===== src/hdl/nrte_pkg.sv =====
package nrte_pkg;

  localparam int unsigned LineCapacity = 128;

  localparam logic [7:0] ChDollar = 8'h24;
  localparam logic [7:0] ChNl     = 8'h0A;
  localparam logic [7:0] ChStar   = 8'h2A;
  localparam logic [7:0] ChComma  = 8'h2C;
  localparam logic [7:0] ChDot    = 8'h2E;

  localparam logic [1:0] StShort = 2'd0;
  localparam logic [1:0] StCsum  = 2'd1;
  localparam logic [1:0] StSent  = 2'd2;
  localparam logic [1:0] StValid = 2'd3;

  localparam logic CfgMinLen = 1'b0;
  localparam logic CfgOffset = 1'b1;

  // Blank as the C library sees it: space, tab, LF, VT, FF, CR.
  function automatic logic is_blank(logic [7:0] c);
    return (c == 8'h20) || (c >= 8'd9 && c <= 8'd13);
  endfunction

  function automatic logic is_digit(logic [7:0] c);
    return c >= 8'h30 && c <= 8'h39;
  endfunction

  // Hex digit value; bit 4 set marks a non-hex character.
  function automatic logic [4:0] hex_val(logic [7:0] c);
    logic [4:0] v;
    v = 5'h10;
    if (c >= 8'h30 && c <= 8'h39) v = {1'b0, c[3:0]};
    else if ((c >= 8'h61 && c <= 8'h66) || (c >= 8'h41 && c <= 8'h46))
      v = {1'b0, c[3:0] + 4'd9};
    return v;
  endfunction

endpackage


===== src/hdl/nmea_rmc_time_extractor_top.sv =====
// NMEA RMC time extractor.
// Slave stream: one transaction per received character with its timer count.
// '$' restarts the line, other characters (except newline) are stored in a
// line memory while it has room. A newline starts a scan of the stored line
// (none if it is shorter than min_line_length) and produces exactly one result
// transaction on the master stream: status, the UTC time pair values, the
// fraction times 1000, the zone offset and the newline's timer count.
// Throughput: ordinary characters are taken one per cycle. A newline starts a
// scan of the line memory, one byte read per cycle, through the zero search,
// checksum and hex field, comma search, header and time pairs, two passes over
// the fraction and the multiply; a short line gets its result without a scan.
// The scan holds off new input; a finished result sits in the output register
// and the block takes the next characters while it waits there, stalling only
// when a second newline arrives before the first result is taken.
// Reset clears the fill count, the scan control and the output valid, and
// loads min_line_length = 20 and local_offset_hours = 3. The line memory
// itself has no reset; only written entries are ever used.
// Configuration: cfg_we_i writes cfg_data_i into register cfg_idx_i
// (0 min_line_length, 1 local_offset_hours) at a clock edge.
module nmea_rmc_time_extractor_top #(
  parameter int unsigned LINE_CAPACITY = nrte_pkg::LineCapacity
) (
  input  logic        clk_i,
  input  logic        rst_ni,
  input  logic        cfg_we_i,
  input  logic        cfg_idx_i,
  input  logic [7:0]  cfg_data_i,
  input  logic        s_axis_tvalid,
  output logic        s_axis_tready,
  // [7:0] rx_byte, [39:8] timestamp
  input  logic [39:0] s_axis_tdata,
  output logic        m_axis_tvalid,
  input  logic        m_axis_tready,
  // [1:0] status, [8:2] hours, [15:9] minutes, [22:16] seconds,
  // [54:23] sub_second_bias, [59:55] zone_offset, [91:60] line_timestamp, pad
  output logic [95:0] m_axis_tdata
);
  import nrte_pkg::*;

  localparam int unsigned AW = $clog2(LINE_CAPACITY);
  localparam int unsigned CW = $clog2(LINE_CAPACITY + 1);

  // Scan phases.
  localparam logic [3:0] PIdle  = 4'd0;
  localparam logic [3:0] PZero  = 4'd1;
  localparam logic [3:0] PStar  = 4'd2;
  localparam logic [3:0] PHex   = 4'd3;
  localparam logic [3:0] PComma = 4'd4;
  localparam logic [3:0] PHdr   = 4'd5;
  localparam logic [3:0] PDec   = 4'd6;
  localparam logic [3:0] PFracQ = 4'd7;
  localparam logic [3:0] PMul   = 4'd8;
  localparam logic [3:0] PDone  = 4'd9;

  logic [7:0] min_len_q;
  logic [4:0] offset_q;
  logic [CW-1:0] fill_q;

  logic [7:0] mem [LINE_CAPACITY];
  logic [7:0] rdata_q;

  logic [3:0]    ph_q;
  logic [CW:0]   pos_q;      // address of the byte in rdata_q
  logic          rv_q;       // rdata_q holds a byte requested last cycle
  logic [CW-1:0] tlen_q, comma_q;
  logic [7:0]    x_q, hex_q;
  logic [1:0]    sub_q;      // hex: 0 blanks,1 sign,2 prefix,3 digits
  logic          neg_q, zsaw_q, xsaw_q;
  logic [1:0]    fld_q;      // 0 hh,1 mm,2 ss,3 fraction
  logic [CW:0]   dend_q;
  logic [31:0]   dv_q, bias_q;
  logic [6:0]    hh_q, mm_q, ss_q;
  logic [31:0]   ts_q;
  logic          dflag_q;

  logic [95:0] out_q;
  logic        ov_q;

  logic [CW:0] rd_addr;
  logic        rd_en;
  logic [7:0]  c;
  logic        in_acc, out_acc;

  assign out_acc = m_axis_tvalid && m_axis_tready;
  assign s_axis_tready = (ph_q == PIdle) && !(ov_q && s_axis_tdata[7:0] == ChNl);
  assign in_acc = s_axis_tvalid && s_axis_tready;
  assign m_axis_tvalid = ov_q;
  assign m_axis_tdata = out_q;

  // Character seen at pos_q, reading zero past the text end.
  assign c = (rv_q && pos_q < {1'b0, tlen_q}) ? rdata_q : 8'h00;

  // Configuration registers.
  always_ff @(posedge clk_i or negedge rst_ni) begin
    if (!rst_ni) begin
      min_len_q <= 8'd20;
      offset_q  <= 5'd3;
    end else if (cfg_we_i) begin
      unique case (cfg_idx_i)
        CfgMinLen: min_len_q <= cfg_data_i;
        CfgOffset: offset_q  <= cfg_data_i[4:0];
        default: ;
      endcase
    end
  end

  // Line memory: one write or one read per cycle.
  always_ff @(posedge clk_i) begin
    if (in_acc && s_axis_tdata[7:0] != ChDollar && s_axis_tdata[7:0] != ChNl
        && fill_q < CW'(LINE_CAPACITY))
      mem[fill_q[AW-1:0]] <= s_axis_tdata[7:0];
    if (rd_en) rdata_q <= mem[rd_addr[AW-1:0]];
  end

  // Scan sequencer: each phase reads consecutive addresses; rd_addr is the
  // next address, rdata arrives in the next cycle together with pos_q.
  logic [3:0]    ph_d;
  logic [CW:0]   pos_d;
  logic          rv_d;
  logic [CW-1:0] tlen_d, comma_d;
  logic [7:0]    x_d, hex_d;
  logic [1:0]    sub_d, fld_d, st;
  logic          neg_d, zsaw_d, xsaw_d, dflag_d;
  logic [CW:0]   dend_d;
  logic [31:0]   dv_d, bias_d;
  logic [6:0]    hh_d, mm_d, ss_d;
  logic          fin;
  logic [1:0]    fin_st;
  logic [4:0]    hv;
  logic [CW:0]   t0;

  assign hv = hex_val(c);
  assign t0 = {1'b0, comma_q} + 1'b1;

  always_comb begin
    ph_d = ph_q; pos_d = pos_q; rv_d = 1'b0;
    tlen_d = tlen_q; comma_d = comma_q;
    x_d = x_q; hex_d = hex_q; sub_d = sub_q; fld_d = fld_q;
    neg_d = neg_q; zsaw_d = zsaw_q; xsaw_d = xsaw_q; dflag_d = dflag_q;
    dend_d = dend_q; dv_d = dv_q; bias_d = bias_q;
    hh_d = hh_q; mm_d = mm_q; ss_d = ss_q;
    rd_en = 1'b0; rd_addr = pos_q + 1'b1;
    fin = 1'b0; fin_st = StShort;
    st = 2'd0;
    unique case (ph_q)
      PIdle: begin
        if (in_acc && s_axis_tdata[7:0] == ChNl) begin
          hh_d = '0; mm_d = '0; ss_d = '0; bias_d = '0;
          tlen_d = fill_q;
          if ({8'd0, fill_q} < {{CW{1'b0}}, min_len_q}) begin
            ph_d = PDone; fin_st = StShort;
            fin = 1'b1;
          end else begin
            ph_d = PZero; rd_en = 1'b1; rd_addr = '0; pos_d = '0; rv_d = 1'b1;
            tlen_d = fill_q; x_d = '0;
          end
        end
      end
      // Find the first zero byte; text ends there.
      PZero: begin
        if (pos_q >= {1'b0, fill_q}) begin
          ph_d = PStar; rd_en = 1'b1; rd_addr = '0; pos_d = '0; rv_d = 1'b1;
        end else if (rdata_q == 8'h00) begin
          tlen_d = pos_q[CW-1:0];
          ph_d = PStar; rd_en = 1'b1; rd_addr = '0; pos_d = '0; rv_d = 1'b1;
        end else begin
          rd_en = 1'b1; pos_d = pos_q + 1'b1; rv_d = 1'b1;
        end
      end
      // XOR up to the first '*'.
      PStar: begin
        if (pos_q >= {1'b0, tlen_q}) begin
          fin = 1'b1; fin_st = StCsum; ph_d = PDone;
        end else if (c == ChStar) begin
          ph_d = PHex; sub_d = 2'd0; neg_d = 1'b0; hex_d = '0;
          rd_en = 1'b1; pos_d = pos_q + 1'b1; rv_d = 1'b1;
          zsaw_d = 1'b0; xsaw_d = 1'b0;
        end else begin
          x_d = x_q ^ c;
          rd_en = 1'b1; pos_d = pos_q + 1'b1; rv_d = 1'b1;
        end
      end
      // Hex number after '*'; a "0x" prefix needs one byte of lookahead,
      // kept as zsaw (saw '0') and xsaw (saw '0x').
      PHex: begin
        st = 2'd0;
        if (sub_q == 2'd0 && is_blank(c)) begin
          rd_en = 1'b1; pos_d = pos_q + 1'b1; rv_d = 1'b1;
        end else if (sub_q == 2'd0 && (c == 8'h2B || c == 8'h2D)) begin
          neg_d = (c == 8'h2D); sub_d = 2'd1;
          rd_en = 1'b1; pos_d = pos_q + 1'b1; rv_d = 1'b1;
        end else if (sub_q <= 2'd1 && c == 8'h30 && !zsaw_q) begin
          zsaw_d = 1'b1; sub_d = 2'd2;
          rd_en = 1'b1; pos_d = pos_q + 1'b1; rv_d = 1'b1;
        end else if (sub_q == 2'd2 && !xsaw_q) begin
          if (c == 8'h78 || c == 8'h58) begin
            xsaw_d = 1'b1;
            rd_en = 1'b1; pos_d = pos_q + 1'b1; rv_d = 1'b1;
          end else begin
            // '0' was a plain digit.
            hex_d = 8'h00; sub_d = 2'd3;
            if (!hv[4]) begin
              hex_d = {4'h0, hv[3:0]};
              rd_en = 1'b1; pos_d = pos_q + 1'b1; rv_d = 1'b1;
            end else st = 2'd1;
          end
        end else if (sub_q == 2'd2 && xsaw_q) begin
          if (!hv[4]) begin
            hex_d = {4'h0, hv[3:0]}; sub_d = 2'd3;
            rd_en = 1'b1; pos_d = pos_q + 1'b1; rv_d = 1'b1;
          end else begin
            // No digit after 0x: value is the lone zero.
            hex_d = 8'h00; st = 2'd1;
          end
        end else if (!hv[4]) begin
          hex_d = {hex_q[3:0], hv[3:0]}; sub_d = 2'd3;
          rd_en = 1'b1; pos_d = pos_q + 1'b1; rv_d = 1'b1;
        end else st = 2'd1;
        if (st == 2'd1) begin
          if (x_q != (neg_q ? 8'(8'd0 - hex_d) : hex_d)) begin
            fin = 1'b1; fin_st = StCsum; ph_d = PDone;
          end else begin
            ph_d = PComma; rd_en = 1'b1; rd_addr = '0; pos_d = '0; rv_d = 1'b1;
          end
        end
      end
      // Find the first comma.
      PComma: begin
        if (pos_q >= {1'b0, tlen_q} || pos_q > (CW+1)'(5)) begin
          fin = 1'b1; fin_st = StSent; ph_d = PDone;
        end else if (c == ChComma) begin
          if (pos_q != (CW+1)'(5)) begin
            fin = 1'b1; fin_st = StSent; ph_d = PDone;
          end else begin
            comma_d = pos_q[CW-1:0];
            ph_d = PHdr; rd_en = 1'b1; rd_addr = '0; pos_d = '0; rv_d = 1'b1;
          end
        end else begin
          rd_en = 1'b1; pos_d = pos_q + 1'b1; rv_d = 1'b1;
        end
      end
      // Check "GPRMC" and that the time field is not empty.
      PHdr: begin
        logic [7:0] exp_c;
        exp_c = 8'h00;
        case (pos_q[2:0])
          3'd0: exp_c = 8'h47;
          3'd1: exp_c = 8'h50;
          3'd2: exp_c = 8'h52;
          3'd3: exp_c = 8'h4D;
          3'd4: exp_c = 8'h43;
          default: exp_c = 8'h00;
        endcase
        if (pos_q < (CW+1)'(5) && c != exp_c) begin
          fin = 1'b1; fin_st = StSent; ph_d = PDone;
        end else if (pos_q == (CW+1)'(6)) begin
          if (c == ChComma) begin
            fin = 1'b1; fin_st = StSent; ph_d = PDone;
          end else begin
            ph_d = PDec; fld_d = 2'd0; dend_d = t0 + 2'd2; dv_d = '0;
            sub_d = 2'd0; neg_d = 1'b0; dflag_d = 1'b0;
            rd_en = 1'b1; rd_addr = t0; pos_d = t0; rv_d = 1'b1;
          end
        end else begin
          rd_en = 1'b1; pos_d = pos_q + 1'b1; rv_d = 1'b1;
        end
      end
      // Decimal reader over [pos, dend): blanks, sign, digits.
      PDec: begin
        logic stop;
        logic [31:0] r;
        stop = 1'b0;
        if (pos_q >= dend_q) stop = 1'b1;
        else if (sub_q == 2'd0 && is_blank(c)) begin
          rd_en = 1'b1; pos_d = pos_q + 1'b1; rv_d = 1'b1;
        end else if (sub_q == 2'd0 && (c == 8'h2B || c == 8'h2D)) begin
          neg_d = (c == 8'h2D); sub_d = 2'd1;
          rd_en = 1'b1; pos_d = pos_q + 1'b1; rv_d = 1'b1;
        end else if (is_digit(c)) begin
          dv_d = 32'((dv_q << 3) + (dv_q << 1)) + {28'd0, c[3:0]}; sub_d = 2'd1;
          rd_en = 1'b1; pos_d = pos_q + 1'b1; rv_d = 1'b1;
        end else stop = 1'b1;
        r = neg_q ? 32'd0 - dv_q : dv_q;
        if (stop) begin
          dv_d = r;
          sub_d = 2'd0; neg_d = 1'b0;
          unique case (fld_q)
            2'd0: begin
              hh_d = r[6:0]; fld_d = 2'd1; dv_d = '0; dend_d = t0 + 3'd4;
              rd_en = 1'b1; rd_addr = t0 + 2'd2; pos_d = t0 + 2'd2; rv_d = 1'b1;
            end
            2'd1: begin
              mm_d = r[6:0]; fld_d = 2'd2; dv_d = '0; dend_d = t0 + 3'd6;
              rd_en = 1'b1; rd_addr = t0 + 3'd4; pos_d = t0 + 3'd4; rv_d = 1'b1;
            end
            2'd2: begin
              ss_d = r[6:0]; ph_d = PFracQ; dflag_d = 1'b0;
              rd_en = 1'b1; rd_addr = t0 + 3'd6; pos_d = t0 + 3'd6; rv_d = 1'b1;
            end
            default: begin
              ph_d = PMul;
            end
          endcase
        end
      end
      // Look for '.' then the closing comma of the fraction.
      PFracQ: begin
        if (!dflag_q) begin
          if (c == ChDot) begin
            dflag_d = 1'b1;
            rd_en = 1'b1; pos_d = pos_q + 1'b1; rv_d = 1'b1;
          end else begin
            fin = 1'b1; fin_st = StValid; ph_d = PDone;
          end
        end else if (pos_q >= {1'b0, tlen_q}) begin
          fin = 1'b1; fin_st = StValid; ph_d = PDone;
        end else if (c == ChComma) begin
          ph_d = PDec; fld_d = 2'd3; dv_d = '0; dend_d = pos_q;
          rd_en = 1'b1; rd_addr = t0 + 3'd7; pos_d = t0 + 3'd7; rv_d = 1'b1;
        end else begin
          rd_en = 1'b1; pos_d = pos_q + 1'b1; rv_d = 1'b1;
        end
      end
      // One multiply, registered, then done.
      PMul: begin
        bias_d = 32'(dv_q * 32'd1000);
        fin = 1'b1; fin_st = StValid; ph_d = PDone;
      end
      PDone: begin
        if (!ov_q) ph_d = PIdle;
      end
      default: ph_d = PIdle;
    endcase
  end

  logic [1:0] fst_q;
  logic       fin_q;

  always_ff @(posedge clk_i or negedge rst_ni) begin
    if (!rst_ni) begin
      ph_q <= PIdle; rv_q <= 1'b0; fill_q <= '0; ov_q <= 1'b0; fin_q <= 1'b0;
    end else begin
      ph_q <= ph_d; rv_q <= rv_d; fin_q <= fin;
      if (in_acc) begin
        if (s_axis_tdata[7:0] == ChDollar) fill_q <= '0;
        else if (s_axis_tdata[7:0] != ChNl && fill_q < CW'(LINE_CAPACITY))
          fill_q <= fill_q + 1'b1;
      end
      if (fin_q) ov_q <= 1'b1;
      else if (out_acc) ov_q <= 1'b0;
    end
  end

  // Scan datapath registers.
  always_ff @(posedge clk_i) begin
    pos_q <= pos_d; tlen_q <= tlen_d; comma_q <= comma_d;
    x_q <= x_d; hex_q <= hex_d; sub_q <= sub_d;
    fld_q <= fld_d; neg_q <= neg_d; xsaw_q <= xsaw_d; dflag_q <= dflag_d;
    zsaw_q <= zsaw_d; dend_q <= dend_d; dv_q <= dv_d; bias_q <= bias_d;
    hh_q <= hh_d; mm_q <= mm_d; ss_q <= ss_d; fst_q <= fin_st;
    if (in_acc && s_axis_tdata[7:0] == ChNl) ts_q <= s_axis_tdata[39:8];
    if (fin_q) begin
      out_q <= {4'd0, ts_q, offset_q,
                (fst_q == StValid) ? bias_q : 32'd0,
                (fst_q == StValid) ? ss_q : 7'd0,
                (fst_q == StValid) ? mm_q : 7'd0,
                (fst_q == StValid) ? hh_q : 7'd0, fst_q};
    end
  end

  // Checks.
  a_no_in_busy: assert property (@(posedge clk_i) disable iff (!rst_ni)
    (ph_q != PIdle) |-> !s_axis_tready) else $error("input taken during scan");
  a_fill_bound: assert property (@(posedge clk_i) disable iff (!rst_ni)
    fill_q <= CW'(LINE_CAPACITY)) else $error("fill count overflow");
  a_fin_done: assert property (@(posedge clk_i) disable iff (!rst_ni)
    fin_q |-> (ph_q == PDone)) else $error("result outside done phase");
  a_ov_hold: assert property (@(posedge clk_i) disable iff (!rst_ni)
    (ov_q && !m_axis_tready) |=> ov_q) else $error("result dropped");

endmodule

===== config.mk =====
export PLATFORM = sky130hd
export DESIGN_NAME = nmea_rmc_time_extractor_top
export DESIGN_NICKNAME = d
export VERILOG_FILES = /design/src/hdl/nrte_pkg.sv /design/src/hdl/nmea_rmc_time_extractor_top.sv
export SDC_FILE = /design/constraint.sdc
export NUM_CORES = 2
export LEC_CHECK = 0
export BUFFER_PORTS_ARGS = -buffer_cell sky130_fd_sc_hd__buf_4
export CORE_AREA = 2 2 424 426
export DETAILED_ROUTE_END_ITERATION = 6
export DIE_AREA = 0 0 426 428
export SLEW_MARGIN = 20
export SYNTH_ARGS = -nofsm -noshare
export SYNTH_HDL_FRONTEND = slang
export SYNTH_SLANG_ARGS = --single-unit

===== constraint.sdc =====
create_clock -name clk_i -period 12.5 [get_ports clk_i]
set_input_delay 1.25 -clock clk_i [delete_from_list [all_inputs] [get_ports clk_i]]
set_output_delay 1.25 -clock clk_i [all_outputs]
set_load 0.01 [all_outputs]

# == Word-level counts from Yosys, hierarchy flattened ==
# Memories as Yosys holds them, arrays and structs flattened. A register that Yosys moved wholly into a read port is not among the register bits.
# Index checks and enable logic that the tools add are counted.
# totals
reg_bits,297
latch_bits,0
ramBits,1024
romBits,0
in_bits,54
output_inout_bits,98
word_cells,459
mem_count,1
# memory_table
memory,words,width,read_ports,rd_clocked_by_memory_dff,write_ports,line,source
mem,128,8,1,1,1,nmea_rmc_time_extractor_top.sv:59,logic [7:0] mem [LINE_CAPACITY];
# classes
add_sub_neg,12
n_mul,1
div,0
n_lt_le_gt_ge,17
n_eq_ne,81
shift,0
mux,247
n_bitwise,4
n_reduce_logical,67
# ops
op,count
32-bit 2-to-1 mux,14
9-bit 2-to-1 mux,35
8-bit 2-to-1 mux,22
7-bit 2-to-1 mux,20
32-bit one-hot mux with 3 select lines,1
4-bit 2-to-1 mux,21
1-bit 2-to-1 mux,72
9-bit one-hot mux with 8 select lines,1
2-bit 2-to-1 mux,34
"8-bit by 6-bit == test with 1-bit output, second input constant",8
32-bit one-hot mux with 2 select lines,1
9-bit one-hot mux with 3 select lines,2
"2-bit != test, second input constant",26
7-bit one-hot mux with 7 select lines,1
8-bit one-hot mux with 2 select lines,3
"3-bit != test, second input constant",14
7-bit one-hot mux with 2 select lines,3
4-bit one-hot mux with 10 select lines,1
7-bit one-hot mux with 5 select lines,1
32-bit adder,1
32-bit by 4-bit adder with 32-bit output,1
"32-bit by 7-bit multiplier with 29-bit output, second input constant",1
"1-bit by 32-bit subtractor with 32-bit output, first input constant",1
"9-bit by 3-bit adder with 9-bit output, second input constant",3
78 further kinds,142

# == Longest topological paths before layout ==
# depth
ltp_word,21
mapped_depth,38
ltp_nobuf,29

# == Least setup slack after synthesis ==
# No wires, ideal clock.
# synth_timing
path_kind,flip-flop to flip-flop
start,reg pos_q[6]
end,reg rdata_q[4] (read register of mem) (data pin)
setup_time_ns,0.264
arrival_ns,6.341
required_ns,12.236
slack_ns,5.895
stages_incl_launch_ff,34
path_buffers,6
cell_sequence,edfxtp_1 > ha_1 > a21o_1 > a2111oi_4 > o211a_4 > buf_4 > buf_4 > nand2_1 > inv_1 > ha_1 > mux2_2 > nor2_1 > o41ai_1 > o21ai_1 > a21boi_0 > nor2_1 > ha_1 > o41ai_1 > nand3_1 > a21oi_1 > a2bb2oi_1 > and3_1 > a21o_1 > buf_6 > a21o_1 > buf_4 > buf_6 > nand2_1 > buf_2 > o22ai_1 > nand2_1 > a41oi_1 > o221ai_1 > nor4b_2
# synth_via
elab_chain_len,21
elab_cells_between_ends,112
classes_between,add/sub (3); order compare (14); eq/ne (13); mux (67); reduce/logical (15)
# synth_lines
element,line,source
start: declaration,nmea_rmc_time_extractor_top.sv:63,logic [CW:0] pos_q;
start signal: assignment,nmea_rmc_time_extractor_top.sv:356,pos_q <= pos_d; tlen_q <= tlen_d; comma_q <= comma_d;
9-bit by 8-bit less-than comparator with 1-bit output,nmea_rmc_time_extractor_top.sv:91,"assign c = (rv_q && pos_q < {1'b0, tlen_q}) ? rdata_q : 8'h00;"
1-bit logical AND,nmea_rmc_time_extractor_top.sv:91,
8-bit 2-to-1 mux,nmea_rmc_time_extractor_top.sv:91,
8-bit by 7-bit greater-or-equal comparator with 1-bit output / 8-bit by 7-bit <= comparator with 1-bit output (equally long branches),nrte_pkg.sv:33,else if ((c >= 8'h61 && c <= 8'h66) || (c >= 8'h41 && c <= 8'h46))
1-bit logical AND,nrte_pkg.sv:33,
1-bit logical OR,nrte_pkg.sv:33,
5-bit 2-to-1 mux,nrte_pkg.sv:33,
5-bit 2-to-1 mux,nrte_pkg.sv:32,"if (c >= 8'h30 && c <= 8'h39) v = {1'b0, c[3:0]};"
(+5 left out),n/a,
8-bit 2-to-1 mux,nmea_rmc_time_extractor_top.sv:187,if (sub_q == 2'd0 && is_blank(c)) begin
8-bit 2-to-1 mux,nmea_rmc_time_extractor_top.sv:145,unique case (ph_q)
1-bit by 8-bit subtractor with 8-bit output,nmea_rmc_time_extractor_top.sv:220,if (x_q != (neg_q ? 8'(8'd0 - hex_d) : hex_d)) begin
8-bit 2-to-1 mux,nmea_rmc_time_extractor_top.sv:220,
8-bit != test,nmea_rmc_time_extractor_top.sv:220,
1-bit 2-to-1 mux / 7-bit 2-to-1 mux (equally long branches),nmea_rmc_time_extractor_top.sv:220,
1-bit 2-to-1 mux / 7-bit 2-to-1 mux (equally long branches),nmea_rmc_time_extractor_top.sv:219,if (st == 2'd1) begin
1-bit one-hot mux with 8 select lines / 7-bit one-hot mux with 7 select lines (equally long branches),nmea_rmc_time_extractor_top.sv:145,
end: declaration,nmea_rmc_time_extractor_top.sv:60,logic [7:0] rdata_q;
# Several ways; a longest one is shown, not always the timed one. The select of a mux whose other input is x is not followed.
# A chain may end at the register's enable or synchronous reset.

# == Final worst setup path ==
# layout_timing
start,reg pos_q[6]
end,reg rdata_q[2] (read register of mem) (data pin)
# Same word-level chain as after synthesis.

==> results by group <==
Logic synthesis
  – Largest area contributor in the netlist: edfxtp_1
  – Yosys Warn Count: 0
  – Most frequent cell after synthesis: edfxtp_1
  – Synthesized area: 61900 um2
  – Post-synth top cells: edfxtp_1, nand2_1, nand3_1
  – Synth unique cells: 100
  – EDFF count, synth: roughly 1300
  – Syn avg cell area: roughly 12 um2
  – Top FF cell, synth: edfxtp_1
  – Ys async rst share: 0.0212
  – Seq/Total Area, Yosys: 0.638
  – Synth top area share: 0.626
  – Synthesized flop and latch total: 1320
  – Area contributors post-synth: edfxtp_1, nand2_1, ha_1
  – Mapped Cells: between 5000 and 6000

Setup path
  – Crit Path Max Fanout: 52
  – Arrival time at the worst endpoint: between 10 and 15 ns
  – Crit start category: flip-flop
  – Critical path type: reg -> reg
  – Crit path capture type: flip-flop
  – Max incr delay on CP: 0.71 ns
  – Crit-path slowest cell: buf_4
  – CP dominant cell by count: ha_1
  – Critical Path RT: ~13 ns

Global routing
  – Largest net degree at the start of global routing: 174
  – Global route total overflow: 0
  – Vias in the first global route: 40000
  – Initial antenna violation count: 5
  – First-pass GRT wire length: 256 mm
  – GRT Util Overall: 0.184

Route
  – Wire length per cell: 22.3 um
  – DRC viols: 0
  – DR iter-0 viols: 4323
  – Routed Antenna Nets: 0
  – Drt pass-1 iters: 5
  – Vias after detailed routing: 41300
  – Total Wirelength: 171 mm
  – Via/cell ratio: 5.37

Cells and area
  – Area Growth Syn to Fin: 12.9%
  – Antenna cells: 0
  – Area occupied by multi-input gates: 20700 um2
  – Share of cells above drive strength 1: 0.0890
  – Register area: 39500 um2
  – Final Net Count: about 5500
  – Design area: 69900 um2
  – Fillcell total: 16800

Die
  – Die Span Y: 428 um
  – Ports: roughly 150
  – # rows: roughly 160
  – Die W: roughly 430 um
  – Core Area: 178000 um2
  – Starting Density: 0.349
  – Die ar.: ~180000 um2

Timing
  – Worst rel slew slack: 0.220
  – Setup-failing EPs final: 0
  – Final Slew Violations: 0
  – Fin crit period: 9.56 ns
  – Hold Vio Cnt, Final: 0
  – Final period util: 0.765
  – Unrepaired setup endpoints after global routing: no
  – Worst-Margin Slew: around 1.2 ns
  – Sum of negative setup slack: 0 ns
  – FMAX: 0.105 GHz
  – Clk_skew: 0.0592 ns

Clocking
  – PostCTS Resize Cnt: 0
  – Total setup buffers inserted after CTS: 0
  – Maximum clock path buffer count: 3
  – Clk root buf: clkbuf_16
  – CTS tree: yes
  – Cts bufs inserted: approximately 140
  – Clock Pin Slew Worst Setup and Hold Paths: 0.06 ns
  – Total clock sinks: 1320
  – Clk Latency, worst-skew pair: 0.79 ns
  – CTS hold repair buffers: 0
  – H-tree depth: 4

Placement
  – GPL Wtd Cong: approximately 0.91
  – Post-DP HPWL: around 110 mm
  – Post-DP Area: about 65000 um2
  – I/O Buffers: ~140

Worst hold path
  – Min-Delay Path Class: reg -> reg

Power and ir drop
  – Power Density: 215 nW/um2
  – Leakage: between 20 and 30 nW
  – Peak VDD IR: 0.248 mV

Status
  – Status: complete, no violations

Run
  – Max Cap Violations: 0
## area by class of cell
cell class | instances | area share
Clock inverter | 68 | 0.0110
Inverter | 182 | 0.00977
Multi-Input combinational cell | 3360 | 0.295
Timing Repair Buffer | 212 | 0.0238
Sequential cell | 1320 | 0.565
Tap cell | 2355 | 0.0421
Clock buffer | 182 | 0.0532
## sequential cells by signal (all words and copies together), names as in the netlist, 9 cells and up
register      cells
dv_q             29
dend_q            9
bias_q           29
pos_q             9
mem            1024
ts_q             32
m_axis_tdata     89
## worst paths after layout
| path | end | from | cells past startpoint | slack (ns) |
|---|---|---|---|---|
| max in group asynchronous | fin_q | rst_ni | 1 | 11.67 |
| worst min register to register | m_axis_tdata[67] | ts_q[7] | 0 | 0.42 |
| worst max register to register | rdata_q[2] | pos_q[6] | 27 | 2.94 |
| min in group asynchronous | rv_q | rst_ni | 1 | 0.43 |
| worst max-delay path | rdata_q[2] | pos_q[6] | 27 | 2.94 |
| worst min-delay path | m_axis_tdata[67] | ts_q[7] | 0 | 0.42 |
## cell usage in the layout, fill, tap and decap left out, drive strengths merged, types with 15 or more instances in the layout
master   Yosys  final
mux2        28     28
o21a        16     16
clkinv       2     51
xor2        39     39
o22ai       30     30
and2        22     22
xnor2       89     89
buf        118    212
nand2     1036   1036
a21o        37     37
nor2b       16     16
dfrtp       24     24
ha         185    185
nand4       41     41
fa          93     93
nor3       115    115
nand3      440    440
and3        73     73
a41oi       15     15
o221ai      17     17
o2111ai     19     19
a21oi      178    178
a31oi       59     59
inv        180    187
nand2b      24     24
edfxtp    1290   1290
clkbuf     158    182
a32oi       40     40
o21ai      114    114
o211ai      19     19
mux2i       81     81
a211oi      19     19
nor2       340    340
## routing by layer
layer	track usage	vias up	part of all wire
met5	0	-	0
met4	0.0578	0	0.030
met3	0.0379	284	0.082
met2	0.289	1642	0.46
met1	0.254	20500	0.43
li1	-	18800	-
## power by group
part / internal (W) / total, W / switching [W]
registers: 0.00511 / 0.00535 / 0.000237
clock network: 0.00228 / 0.00409 / 0.00181
logic: 0.00162 / 0.00560 / 0.00398
total: 0.00901 / 0.0150 / 0.00603
## worst max-delay path: cells and delay by family, from the launching register on
| family | cells | cell delay, ns |
|---|---|---|
| AOI/OAI and AO/OA | 13 | 4.76 |
| and+or+nand+nor | 8 | 1.80 |
| adders and majority gates | 3 | 0.97 |
| buffers and inverters | 2 | 0.90 |
| DFF | 1 | 0.61 |
| muxes | 1 | 0.21 |
## metrics by stage
stage / worst slack, ns / hold WS [ns] / utilization / cells / total power (W)
6_report: 2.94 / 0.418 / 0.394 / 7679 / 0.0150
5_1_grt: 2.42 / 0.420 / 0.394 / 7679 / 0.0158
4_1_cts: 3.15 / 0.387 / 0.393 / 7678 / 0.0151
3_5_place_dp: 3.15 / 0.405 / 0.368 / 7428 / 0.0110
3_3_place_gp: 3.22 / 0.400 / 0.368 / 7428 / 0.0110
2_1_floorplan: 5.90 / 0.400 / - / 5138 / 0.00900
## cell families (layout without fill, tap and decap cells)
group	after synthesis	count (layout)	synth area share
and+or+nand+nor	2168	2168	0.155
DFF	1320	1320	0.638
AOI/OAI and AO/OA	670	670	0.0726
buffers and inverters	458	644	0.0314
adders and majority gates	278	278	0.0674
xor gates and xnor gates	128	128	0.0181
muxes	109	109	0.0182
other	1	7	0.0000606
Note: power is estimated with default switching activity, not from simulation.
